`config.mk`:
```
export PLATFORM = sky130hd
export DESIGN_NAME = multi_channel_periodic_timer
export DESIGN_NICKNAME = d
export VERILOG_FILES = /design/src/design/mcpt_pkg.sv /design/src/design/multi_channel_periodic_timer.sv /design/src/design/mcpt_ram.sv /design/src/design/mcpt_unit.sv /design/src/design/mcpt_ctrl.sv
export VERILOG_INCLUDE_DIRS = /design/src /design/src/design
export SDC_FILE = /design/constraint.sdc
export NUM_CORES = 2
export LEC_CHECK = 0
export BUFFER_PORTS_ARGS = -buffer_cell sky130_fd_sc_hd__buf_2
export CAP_MARGIN = 25
export CORE_MARGIN = 5
export CORE_UTILIZATION = 37
export DETAILED_ROUTE_END_ITERATION = 10
export PLACE_DENSITY = 0.57
export SYNTH_ARGS = -nofsm -noshare
export SYNTH_HDL_FRONTEND = slang
export SYNTH_HIERARCHICAL = 1
export SYNTH_SLANG_ARGS = --single-unit
```
`constraint.sdc`:
```
create_clock -name aclk -period 16.8 [get_ports aclk]
set_input_delay 3.36 -clock aclk [delete_from_list [all_inputs] [get_ports aclk]]
set_output_delay 3.36 -clock aclk [all_outputs]
set_load 0.1 [all_outputs]
```
`src/design/multi_channel_periodic_timer_assert.svh`:
```
// Assertion macros shared by the timer RTL.
// Used by multi_channel_periodic_timer.sv; expects aclk and aresetn in scope.
`ifndef MULTI_CHANNEL_PERIODIC_TIMER_ASSERT_SVH
`define MULTI_CHANNEL_PERIODIC_TIMER_ASSERT_SVH

// Same-cycle implication, checked out of reset.
`define MCPT_ASSERT_NOW(lbl, ante, cons, msg) \
    lbl: assert property (@(posedge aclk) disable iff (!aresetn) (ante) |-> (cons)) \
        else $error(msg);

// Next-cycle implication, checked out of reset.
`define MCPT_ASSERT_NEXT(lbl, ante, cons, msg) \
    lbl: assert property (@(posedge aclk) disable iff (!aresetn) (ante) |=> (cons)) \
        else $error(msg);

`endif

```
`src/design/mcpt_pkg.sv`:
```
// Package for the multi-channel periodic timer: field widths, codes, FSM states.
// No dependencies; imported by every module of the block except mcpt_ram.
package mcpt_pkg;

    localparam int TICK_W          = 32;
    localparam int CHAN_FIELD_W    = 4;
    localparam int OP_W            = 3;
    localparam int KIND_W          = 2;
    localparam int DEF_CHANNELS    = 16;
    localparam int DEF_MAX_FIRES   = 32;
    localparam int DEF_COUNT_WIDTH = 8;

    localparam logic [TICK_W-1:0] NONE_TICK = 32'hFFFF_FFFF;
    localparam logic [TICK_W-1:0] SAT_TICK  = 32'hFFFF_FFFE;

    typedef enum logic [OP_W-1:0] {
        OP_TIME     = 3'd0,
        OP_ENABLE   = 3'd1,
        OP_INTERVAL = 3'd2,
        OP_CAPACITY = 3'd3,
        OP_CONSUME  = 3'd4,
        OP_CLEAR    = 3'd5
    } op_t;

    typedef enum logic [KIND_W-1:0] {
        K_POSTED    = 2'd0,
        K_DROPPED   = 2'd1,
        K_DELIVERED = 2'd2,
        K_DONE      = 2'd3
    } kind_t;

    typedef enum logic [1:0] {
        UM_SCAN,
        UM_DECIDE,
        UM_FIRE,
        UM_CMD
    } unit_mode_t;

    typedef enum logic [2:0] {
        ST_IDLE,
        ST_SCAN,
        ST_DECIDE,
        ST_FIRE,
        ST_CMD,
        ST_OUT
    } state_t;

    // Status returned by the shared arithmetic unit.
    typedef struct packed {
        logic  lt;
        logic  cand;
        kind_t kind;
    } unit_stat_t;

    // An interval of zero or all ones means the channel has no period.
    function automatic logic has_interval(input logic [TICK_W-1:0] iv);
        has_interval = (iv != '0) && (iv != NONE_TICK);
    endfunction

endpackage

```
`src/design/multi_channel_periodic_timer.sv`:
```
// A time update scans every channel once per fire, one channel per cycle through
// the single read port of the channel state RAM; each fire then waits for its word
// to be taken, and the final done word follows one more scan. A channel command
// (enable, interval, capacity, consume, clear) passes through the shared unit and
// presents its single result word at the following edge; an unused opcode or an
// out-of-range channel skips the unit. The block takes no new input word until the
// last result word of the current one has been accepted. The channel RAM needs no
// clearing pass: per-channel valid bits make unwritten channels read as disabled
// with no interval and no due time.
// Top level of the timer; depends on mcpt_pkg, mcpt_ram, mcpt_ctrl and the macro header.
module multi_channel_periodic_timer import mcpt_pkg::*; #(
    parameter int CHANNELS    = DEF_CHANNELS,
    parameter int MAX_FIRES   = DEF_MAX_FIRES,
    parameter int COUNT_WIDTH = DEF_COUNT_WIDTH
) (
    input  logic        aclk,
    input  logic        aresetn,
    input  logic        s_tvalid,
    output logic        s_tready,
    input  logic [39:0] s_tdata,   // [3:0] chan, [35:4] operand_value, [39:36] zero
    input  logic [2:0]  s_tuser,   // [2:0] opcode
    output logic        m_tvalid,
    input  logic        m_tready,
    output logic [39:0] m_tdata,   // [3:0] out_chan, [35:4] due_tick, [39:36] zero
    output logic [1:0]  m_tuser,   // [1:0] kind
    output logic        m_tlast    // last word caused by the input word
);
    localparam int IDX_W = (CHANNELS > 1) ? $clog2(CHANNELS) : 1;
    localparam int REC_W = 1 + 2 * TICK_W + 2 * COUNT_WIDTH;

    logic                    rd_en;
    logic [IDX_W-1:0]        rd_addr;
    logic                    wr_en;
    logic [IDX_W-1:0]        wr_addr;
    logic [REC_W-1:0]        ram_q;
    logic [REC_W-1:0]        wr_rec;
    logic [REC_W-1:0]        rd_rec;
    logic [CHANNELS-1:0]     written_reg;
    logic                    rd_written_reg;
    logic                    rec_en, new_en;
    logic [TICK_W-1:0]       rec_iv, rec_due, new_iv, new_due;
    logic [COUNT_WIDTH-1:0]  rec_cap, rec_pend, new_cap, new_pend;
    logic [CHAN_FIELD_W-1:0] out_chan;
    logic [TICK_W-1:0]       due_tick;

    mcpt_ram #(
        .WIDTH (REC_W),
        .DEPTH (CHANNELS)
    ) u_ram (
        .aclk  (aclk),
        .we    (wr_en),
        .waddr (wr_addr),
        .wdata (wr_rec),
        .re    (rd_en),
        .raddr (rd_addr),
        .rdata (ram_q)
    );

    // Written flags: a channel never written reads as its reset record.
    always_ff @(posedge aclk) begin
        if (!aresetn) begin
            written_reg    <= '0;
            rd_written_reg <= 1'b0;
        end else begin
            if (wr_en) begin
                written_reg[wr_addr] <= 1'b1;
            end
            if (rd_en) begin
                rd_written_reg <= written_reg[rd_addr];
            end
        end
    end

    assign rd_rec = rd_written_reg ? ram_q
                  : {1'b0, {TICK_W{1'b0}}, NONE_TICK, {COUNT_WIDTH{1'b0}}, {COUNT_WIDTH{1'b0}}};
    assign {rec_en, rec_iv, rec_due, rec_cap, rec_pend} = rd_rec;
    assign wr_rec = {new_en, new_iv, new_due, new_cap, new_pend};

    mcpt_ctrl #(
        .CHANNELS    (CHANNELS),
        .MAX_FIRES   (MAX_FIRES),
        .COUNT_WIDTH (COUNT_WIDTH)
    ) u_ctrl (
        .aclk     (aclk),
        .aresetn  (aresetn),
        .s_valid  (s_tvalid),
        .s_ready  (s_tready),
        .s_op     (s_tuser),
        .s_chan   (s_tdata[3:0]),
        .s_val    (s_tdata[35:4]),
        .m_valid  (m_tvalid),
        .m_ready  (m_tready),
        .m_kind   (m_tuser),
        .m_chan   (out_chan),
        .m_tick   (due_tick),
        .m_last   (m_tlast),
        .rd_en    (rd_en),
        .rd_addr  (rd_addr),
        .wr_en    (wr_en),
        .wr_addr  (wr_addr),
        .rec_en   (rec_en),
        .rec_iv   (rec_iv),
        .rec_due  (rec_due),
        .rec_cap  (rec_cap),
        .rec_pend (rec_pend),
        .new_en   (new_en),
        .new_iv   (new_iv),
        .new_due  (new_due),
        .new_cap  (new_cap),
        .new_pend (new_pend)
    );

    assign m_tdata = {4'b0000, due_tick, out_chan};

    // Checks on the sequencing of input and result words.
`include "multi_channel_periodic_timer_assert.svh"

    `MCPT_ASSERT_NOW(a_busy_excl, s_tready, !m_tvalid, "input ready while a result word is held")
    `MCPT_ASSERT_NOW(a_fire_not_last, m_tvalid && (m_tuser == K_POSTED || m_tuser == K_DROPPED), !m_tlast, "fire word marked last")
    `MCPT_ASSERT_NEXT(a_last_frees, m_tvalid && m_tready && m_tlast, s_tready, "not ready after last word")
    `MCPT_ASSERT_NEXT(a_more_busy, m_tvalid && m_tready && !m_tlast, !s_tready, "ready before last word")

endmodule

```
`src/design/mcpt_ram.sv`:
```
// Generic single-write, single-read RAM with registered read data.
// No dependencies.
module mcpt_ram #(
    parameter int WIDTH = 8,
    parameter int DEPTH = 16
) (
    input  logic                                      aclk,
    input  logic                                      we,
    input  logic [((DEPTH > 1) ? $clog2(DEPTH) : 1)-1:0] waddr,
    input  logic [WIDTH-1:0]                          wdata,
    input  logic                                      re,
    input  logic [((DEPTH > 1) ? $clog2(DEPTH) : 1)-1:0] raddr,
    output logic [WIDTH-1:0]                          rdata
);
    logic [WIDTH-1:0] mem [DEPTH];
    logic [WIDTH-1:0] rdata_reg;

    // Write port and registered read port.
    always_ff @(posedge aclk) begin
        if (we) begin
            mem[waddr] <= wdata;
        end
        if (re) begin
            rdata_reg <= mem[raddr];
        end
    end

    assign rdata = rdata_reg;

endmodule

```
`src/design/mcpt_unit.sv`:
```
// Shared arithmetic unit: one saturating adder and one 32-bit comparator,
// plus the per-channel record update. Depends on mcpt_pkg.
module mcpt_unit import mcpt_pkg::*; #(
    parameter int COUNT_WIDTH = DEF_COUNT_WIDTH
) (
    input  unit_mode_t              mode,
    input  op_t                     op,
    input  logic [TICK_W-1:0]       operand,
    input  logic [TICK_W-1:0]       cur_time,
    input  logic [TICK_W-1:0]       best_due,
    input  logic                    found,
    input  logic                    rec_en,
    input  logic [TICK_W-1:0]       rec_iv,
    input  logic [TICK_W-1:0]       rec_due,
    input  logic [COUNT_WIDTH-1:0]  rec_cap,
    input  logic [COUNT_WIDTH-1:0]  rec_pend,
    output logic                    new_en,
    output logic [TICK_W-1:0]       new_iv,
    output logic [TICK_W-1:0]       new_due,
    output logic [COUNT_WIDTH-1:0]  new_cap,
    output logic [COUNT_WIDTH-1:0]  new_pend,
    output unit_stat_t              stat
);
    localparam logic [COUNT_WIDTH-1:0] CNT_MAX = '1;

    logic [TICK_W-1:0] add_a;
    logic [TICK_W-1:0] add_b;
    logic [TICK_W:0]   sum;
    logic [TICK_W-1:0] sat_sum;
    logic [TICK_W-1:0] cmp_a;
    logic              lt;
    logic              cand;
    kind_t             kind_val;
    logic              en_val;

    // Adder operands: a fire advances from its due time, a re-arm from now.
    always_comb begin
        add_a   = (mode == UM_FIRE) ? rec_due : cur_time;
        add_b   = ((mode == UM_CMD) && (op == OP_INTERVAL)) ? operand : rec_iv;
        sum     = {1'b0, add_a} + {1'b0, add_b};
        sat_sum = (sum > {1'b0, SAT_TICK}) ? SAT_TICK : sum[TICK_W-1:0];
    end

    // Comparator: scan compares a due time, decide compares the current time.
    always_comb begin
        cmp_a = (mode == UM_DECIDE) ? cur_time : rec_due;
        lt    = cmp_a < best_due;
        cand  = rec_en && (rec_due != NONE_TICK) && (!found || lt);
    end

    assign en_val = |operand;
    assign stat   = {lt, cand, kind_val};

    // Record update for a fire or a channel command.
    always_comb begin
        new_en   = rec_en;
        new_iv   = rec_iv;
        new_due  = rec_due;
        new_cap  = rec_cap;
        new_pend = rec_pend;
        kind_val = K_DONE;
        case (mode)
            UM_FIRE: begin
                if (has_interval(rec_iv)) begin
                    if ((rec_cap == '0) || (rec_pend < rec_cap)) begin
                        kind_val = K_POSTED;
                        if (rec_pend < CNT_MAX) begin
                            new_pend = rec_pend + COUNT_WIDTH'(1);
                        end
                    end else begin
                        kind_val = K_DROPPED;
                    end
                    new_due = sat_sum;
                end else begin
                    new_due = NONE_TICK;
                end
            end
            UM_CMD: begin
                case (op)
                    OP_ENABLE: begin
                        new_pend = '0;
                        new_en   = en_val;
                        new_due  = (en_val && has_interval(rec_iv)) ? sat_sum : NONE_TICK;
                    end
                    OP_INTERVAL: begin
                        if (rec_iv != operand) begin
                            new_pend = '0;
                            new_iv   = operand;
                            new_due  = (rec_en && has_interval(operand)) ? sat_sum : NONE_TICK;
                        end
                    end
                    OP_CAPACITY: begin
                        new_cap = (operand > TICK_W'(CNT_MAX)) ? CNT_MAX
                                                               : operand[COUNT_WIDTH-1:0];
                    end
                    OP_CONSUME: begin
                        if (rec_pend != '0) begin
                            new_pend = rec_pend - COUNT_WIDTH'(1);
                        end
                        if (rec_en && has_interval(rec_iv)) begin
                            kind_val = K_DELIVERED;
                        end
                    end
                    OP_CLEAR: begin
                        new_pend = '0;
                    end
                    default: begin
                    end
                endcase
            end
            default: begin
            end
        endcase
    end

endmodule

```
`src/design/mcpt_ctrl.sv`:
```
// Sequencer of the timer: command dispatch, channel scan, fire loop and the
// output register. Depends on mcpt_pkg and mcpt_unit.
module mcpt_ctrl import mcpt_pkg::*; #(
    parameter int CHANNELS    = DEF_CHANNELS,
    parameter int MAX_FIRES   = DEF_MAX_FIRES,
    parameter int COUNT_WIDTH = DEF_COUNT_WIDTH
) (
    input  logic                    aclk,
    input  logic                    aresetn,
    input  logic                    s_valid,
    output logic                    s_ready,
    input  logic [OP_W-1:0]         s_op,
    input  logic [CHAN_FIELD_W-1:0] s_chan,
    input  logic [TICK_W-1:0]       s_val,
    output logic                    m_valid,
    input  logic                    m_ready,
    output logic [KIND_W-1:0]       m_kind,
    output logic [CHAN_FIELD_W-1:0] m_chan,
    output logic [TICK_W-1:0]       m_tick,
    output logic                    m_last,
    output logic                    rd_en,
    output logic [((CHANNELS > 1) ? $clog2(CHANNELS) : 1)-1:0] rd_addr,
    output logic                    wr_en,
    output logic [((CHANNELS > 1) ? $clog2(CHANNELS) : 1)-1:0] wr_addr,
    input  logic                    rec_en,
    input  logic [TICK_W-1:0]       rec_iv,
    input  logic [TICK_W-1:0]       rec_due,
    input  logic [COUNT_WIDTH-1:0]  rec_cap,
    input  logic [COUNT_WIDTH-1:0]  rec_pend,
    output logic                    new_en,
    output logic [TICK_W-1:0]       new_iv,
    output logic [TICK_W-1:0]       new_due,
    output logic [COUNT_WIDTH-1:0]  new_cap,
    output logic [COUNT_WIDTH-1:0]  new_pend
);
    localparam int IDX_W  = (CHANNELS > 1) ? $clog2(CHANNELS) : 1;
    localparam int CNT_W  = $clog2(CHANNELS + 1);
    localparam int FIRE_W = $clog2(MAX_FIRES + 1);

    state_t                  state_reg, state_next;
    state_t                  post_reg, post_next;
    op_t                     op_reg, op_next;
    logic [CHAN_FIELD_W-1:0] chan_reg, chan_next;
    logic [TICK_W-1:0]       val_reg, val_next;
    logic [TICK_W-1:0]       ct_reg, ct_next;
    logic [CNT_W-1:0]        scan_reg, scan_next;
    logic                    found_reg, found_next;
    logic [IDX_W-1:0]        best_idx_reg, best_idx_next;
    logic [TICK_W-1:0]       best_due_reg, best_due_next;
    logic [FIRE_W-1:0]       fires_reg, fires_next;
    logic                    m_valid_reg, m_valid_next;
    kind_t                   kind_reg, kind_next;
    logic [CHAN_FIELD_W-1:0] ochan_reg, ochan_next;
    logic [TICK_W-1:0]       tick_reg, tick_next;
    logic                    last_reg, last_next;

    op_t        in_op;
    logic       cmd_ok;
    logic       scan_more;
    logic       stop_fire;
    unit_mode_t mode;
    unit_stat_t stat;

    assign in_op     = op_t'(s_op);
    assign cmd_ok    = (in_op != OP_TIME) && (in_op <= OP_CLEAR) && (32'(s_chan) < CHANNELS);
    assign scan_more = 32'(scan_reg) < CHANNELS;
    assign stop_fire = (fires_reg == FIRE_W'(MAX_FIRES)) || !found_reg || stat.lt;

    assign s_ready = (state_reg == ST_IDLE);
    assign m_valid = m_valid_reg;
    assign m_kind  = kind_reg;
    assign m_chan  = ochan_reg;
    assign m_tick  = tick_reg;
    assign m_last  = last_reg;

    // Unit mode follows the sequencer state.
    always_comb begin
        case (state_reg)
            ST_DECIDE: mode = UM_DECIDE;
            ST_FIRE:   mode = UM_FIRE;
            ST_CMD:    mode = UM_CMD;
            default:   mode = UM_SCAN;
        endcase
    end

    mcpt_unit #(
        .COUNT_WIDTH (COUNT_WIDTH)
    ) u_unit (
        .mode     (mode),
        .op       (op_reg),
        .operand  (val_reg),
        .cur_time (ct_reg),
        .best_due (best_due_reg),
        .found    (found_reg),
        .rec_en   (rec_en),
        .rec_iv   (rec_iv),
        .rec_due  (rec_due),
        .rec_cap  (rec_cap),
        .rec_pend (rec_pend),
        .new_en   (new_en),
        .new_iv   (new_iv),
        .new_due  (new_due),
        .new_cap  (new_cap),
        .new_pend (new_pend),
        .stat     (stat)
    );

    // Next state.
    always_comb begin
        state_next = state_reg;
        case (state_reg)
            ST_IDLE: begin
                if (s_valid) begin
                    if (in_op == OP_TIME) begin
                        state_next = ST_SCAN;
                    end else if (cmd_ok) begin
                        state_next = ST_CMD;
                    end else begin
                        state_next = ST_OUT;
                    end
                end
            end
            ST_SCAN: begin
                if (!scan_more) begin
                    state_next = ST_DECIDE;
                end
            end
            ST_DECIDE: state_next = stop_fire ? ST_OUT : ST_FIRE;
            ST_FIRE:   state_next = ST_OUT;
            ST_CMD:    state_next = ST_OUT;
            ST_OUT: begin
                if (m_ready) begin
                    state_next = post_reg;
                end
            end
            default:   state_next = ST_IDLE;
        endcase
    end

    // Datapath, memory strobes and output word.
    always_comb begin
        post_next     = post_reg;
        op_next       = op_reg;
        chan_next     = chan_reg;
        val_next      = val_reg;
        ct_next       = ct_reg;
        scan_next     = scan_reg;
        found_next    = found_reg;
        best_idx_next = best_idx_reg;
        best_due_next = best_due_reg;
        fires_next    = fires_reg;
        m_valid_next  = m_valid_reg;
        kind_next     = kind_reg;
        ochan_next    = ochan_reg;
        tick_next     = tick_reg;
        last_next     = last_reg;
        rd_en         = 1'b0;
        rd_addr       = '0;
        wr_en         = 1'b0;
        wr_addr       = '0;
        case (state_reg)
            ST_IDLE: begin
                if (s_valid) begin
                    op_next   = in_op;
                    chan_next = s_chan;
                    val_next  = s_val;
                    if (in_op == OP_TIME) begin
                        ct_next    = s_val;
                        fires_next = '0;
                        scan_next  = '0;
                        found_next = 1'b0;
                    end else if (cmd_ok) begin
                        rd_en   = 1'b1;
                        rd_addr = IDX_W'(s_chan);
                    end else begin
                        m_valid_next = 1'b1;
                        kind_next    = K_DONE;
                        ochan_next   = s_chan;
                        tick_next    = ct_reg;
                        last_next    = 1'b1;
                        post_next    = ST_IDLE;
                    end
                end
            end
            ST_SCAN: begin
                // Read one channel a cycle; the record read last cycle is compared now.
                if (scan_more) begin
                    rd_en     = 1'b1;
                    rd_addr   = IDX_W'(scan_reg);
                    scan_next = scan_reg + CNT_W'(1);
                end
                if ((scan_reg != '0) && stat.cand) begin
                    found_next    = 1'b1;
                    best_idx_next = IDX_W'(scan_reg - CNT_W'(1));
                    best_due_next = rec_due;
                end
            end
            ST_DECIDE: begin
                if (stop_fire) begin
                    m_valid_next = 1'b1;
                    kind_next    = K_DONE;
                    ochan_next   = '0;
                    tick_next    = ct_reg;
                    last_next    = 1'b1;
                    post_next    = ST_IDLE;
                end else begin
                    rd_en   = 1'b1;
                    rd_addr = best_idx_reg;
                end
            end
            ST_FIRE: begin
                wr_en        = 1'b1;
                wr_addr      = best_idx_reg;
                m_valid_next = 1'b1;
                kind_next    = stat.kind;
                ochan_next   = CHAN_FIELD_W'(best_idx_reg);
                tick_next    = rec_due;
                last_next    = 1'b0;
                fires_next   = fires_reg + FIRE_W'(1);
                scan_next    = '0;
                found_next   = 1'b0;
                post_next    = ST_SCAN;
            end
            ST_CMD: begin
                wr_en        = 1'b1;
                wr_addr      = IDX_W'(chan_reg);
                m_valid_next = 1'b1;
                kind_next    = stat.kind;
                ochan_next   = chan_reg;
                tick_next    = ct_reg;
                last_next    = 1'b1;
                post_next    = ST_IDLE;
            end
            ST_OUT: begin
                if (m_ready) begin
                    m_valid_next = 1'b0;
                end
            end
            default: begin
            end
        endcase
    end

    // Control registers.
    always_ff @(posedge aclk) begin
        if (!aresetn) begin
            state_reg   <= ST_IDLE;
            post_reg    <= ST_IDLE;
            m_valid_reg <= 1'b0;
            ct_reg      <= '0;
            fires_reg   <= '0;
            scan_reg    <= '0;
            found_reg   <= 1'b0;
        end else begin
            state_reg   <= state_next;
            post_reg    <= post_next;
            m_valid_reg <= m_valid_next;
            ct_reg      <= ct_next;
            fires_reg   <= fires_next;
            scan_reg    <= scan_next;
            found_reg   <= found_next;
        end
    end

    // Payload registers.
    always_ff @(posedge aclk) begin
        op_reg       <= op_next;
        chan_reg     <= chan_next;
        val_reg      <= val_next;
        best_idx_reg <= best_idx_next;
        best_due_reg <= best_due_next;
        kind_reg     <= kind_next;
        ochan_reg    <= ochan_next;
        tick_reg     <= tick_next;
        last_reg     <= last_next;
    end

endmodule
```
==> impl_metrics.yaml <==
setup_path:
  crit_fanout: 140
  crit_type: "flip-flop to flip-flop"
  arrival_ns: 10.71
  critPathLaunchType: "flip-flop"
  cp.required_ns: 17.35
  worst_setup_path_end_kind: "flip-flop"
yosys:
  synth.top_cell.area_share: 0.6822
  synth_top_area_cell: "edfxtp_1"
  synth_area_leaders: "edfxtp_1, mux4_2, nand2_1"
  ys_warn_count: 6
  synth_common_cells: "edfxtp_1, nand2_1, mux4_2, a22oi_1, a21oi_1"
  synthMuxAreaShare: 0.1189
  synth_top_family_by_area: "multiplexers"
  yosys_most_used_dff: "edfxtp_1"
  syn_area_per_cell_sq_um: 16.44
  synthAdderAreaFrac: 0.01518
  synth.most_common_cell: "edfxtp_1"
  synth-compound-area-share: 0.06179
  synth_area_sq_um: 65630
  ys_seq_area_frac: 0.7023
  synth_cell_types: 96
  synthXorXnorAreaFrac: 0.007721
  synthArstFlopShare: 0
  ys_ff_latch: 1557
  synthCells: 3993
  synth-edff-count: 1491
  yosys.area_share.simple: 0.07443
route:
  totalWireLength_microns: 183000
  vias_per_cell: 5.678
  drt_first_pass_iters: 6
  drc: 0
  avgRoutedWirePerCell_microns: 27.59
  drtIter0Drc: 3834
  detail-route-antenna-nets: 0
  vias: 37649
floorplanning:
  dieWidth_microns: 431.2
  fp.dieArea_sq_um: 185900
  die_y_microns: 431.2
  start_util: 0.3723
  io-pin-count: 92
  core_region_area_sq_um: 176300
  row_count: 154
cells_and_area:
  nFillCells: 15654
  nNetsFinal: 4285
  utilization: 0.4219
  drive_above_1_share: 0.1970
  syn_to_final_growth_pct: 13.34
  largest_reg_flops: 1296
placement:
  routabilityCongestion: 0.9282
  hpwl_microns: 110300
  port-buffer-count: 83
power:
  p_leak_nw: 24.02
  peakVddDrop_mv: 0.1117
  powerDensity_nw_per_um2: 158.7
global_route:
  grt_start_max_net_pins: 141
  grtUsageTotal: 0.1947
  grt_pass1_wl_microns: 263900
  grt-ovfl-total: 0
  grt_pass1_vias: 36818
  antenna_found_initial: 1
clock_network:
  numClockSinks: 1557
  cts_buffer_depth: 3
  ctsHoldBuffers: 0
  tritoncts.num_buffers: 161
  cts_tree: "built"
  cts_resized: 0
  cts_setup_buffers: 0
  h-tree-depth: 4
  ctsRootBufferMaster: "clkbuf_16"
  clkTransAtPathRegs_ns: 0.06
  clock_latency_ns: 0.83
sta:
  finalSetupViolCount: 0
  tns_ns: 0
  post-route-min-period_ns: 10.17
  slew_viol_final: 0
  fin_skew_ns: 0.03635
  relSlewSlack: 0.2120
  hold_viol: 0
  fmax_mhz: 98.37
  post-route-period-util: 0.6051
  grt_setup_unrepaired: "false"
  tightestPinTransition_ns: 1.182
status:
  outcome: "finished clean"
worst_hold_path:
  hold_class: "flip-flop to flip-flop"
run:
  drv_cap: 0
## layer usage
layer  GRT usage  vias to the layer above  routed length, microns
met4     0.06836                        0                    6476
met2      0.3106                     1429                   86200
met5           0                        -                       0
met1      0.2729                    19788                   78630
met3     0.03146                      303                   11670
li1            -                    16129                       -
## cell usage in the layout (no fill, tap or decap), types with 38 or more instances in the layout
cell type / n
a21o_1: 42
a21oi_1: 129
a22oi_1: 172
and2_1: 63
buf_2: 83
buf_4: 110
clkbuf_1: 40
clkbuf_16: 164
clkinv_1: 38
dfxtp_1: 65
edfxtp_1: 1491
ha_1: 78
inv_1: 71
mux4_2: 326
nand2_1: 580
nand2b_1: 47
nand4_1: 55
nor2_1: 103
o21ai_0: 105
xnor2_1: 40
## power by group
part           leakage (nW)  switching [mW]  total, mW  internal, mW
Sequential             14.0           0.140       5.14          5.00
Combinational          7.52            2.18       3.18          1.00
Clock                  2.50            1.50       3.49          1.99
## final timing paths
kind,startpoint,endpoint,slack (ns),cells after the start
hold reg to reg,u_ctrl/m_valid,u_ctrl/m_valid,0.44,2
hold / removal,u_ctrl/m_valid,u_ctrl/m_valid,0.44,2
setup reg to reg,u_ctrl/state_reg[2],u_ram/rdata[1],6.63,25
setup / recovery,u_ctrl/state_reg[2],u_ram/rdata[1],6.63,25
## per-stage QoR
stage	setup WS (ns)	power, mW	std cells	cell area [sq um]	hold WS [ns]
floorplan	8.919	7.311	3996	65640	0.4341
global route	6.133	12.30	6630	74380	0.4689
global placement	6.935	8.333	6320	69010	0.4424
finish	6.634	11.81	6631	74390	0.4414
CTS	6.862	11.88	6620	74280	0.4483
detailed placement	6.881	8.384	6327	69120	0.4395
## worst max-delay path: stages (launching register included)
cell and delay, ns:
dfxtp_1 0.77, and3b_1 0.28, inv_2 0.58, o21ai_1 0.16
buf_4 0.26, nor2b_4 0.53, buf_4 0.39, mux2_2 0.38
ha_1 0.27, a21boi_0 0.19, o21a_1 0.13, o21ai_0 0.09
a21oi_1 0.28, o2111ai_1 0.22, a31oi_1 0.38, o21ai_0 0.16
a22o_1 0.25, or3b_2 0.50, a211oi_2 0.53, a22oi_1 0.23
nand2_4 0.55, buf_4 0.83, buf_12 0.67, mux4_2 0.41
a22oi_1 0.33, nand2_1 0.09
## cell type report
type | instances | area, sq um | share of cell area
Inverter | 73 | 274.0 | 0.003684
Tap cell | 2340 | 2928 | 0.03936
Multi-Input combinational cell | 2163 | 18490 | 0.2485
Timing Repair Buffer | 203 | 1444 | 0.01941
Sequential cell | 1557 | 46100 | 0.6197
Clock inverter | 87 | 869.6 | 0.01169
Clock buffer | 206 | 4282 | 0.05756
Antenna cell | 2 | 5.005 | 0.00006728
## logic make-up (layout without fill, tap and decap cells)
logic type,after synthesis,after routing
xor+xnor,57,57
mux,368,368
fa+ha+maj,79,79
other cells,1,6
flops,1557,1557
compound gates,607,607
simple gates,1048,1048
buf+inv,276,569
Power figures use the tool's default switching activity.
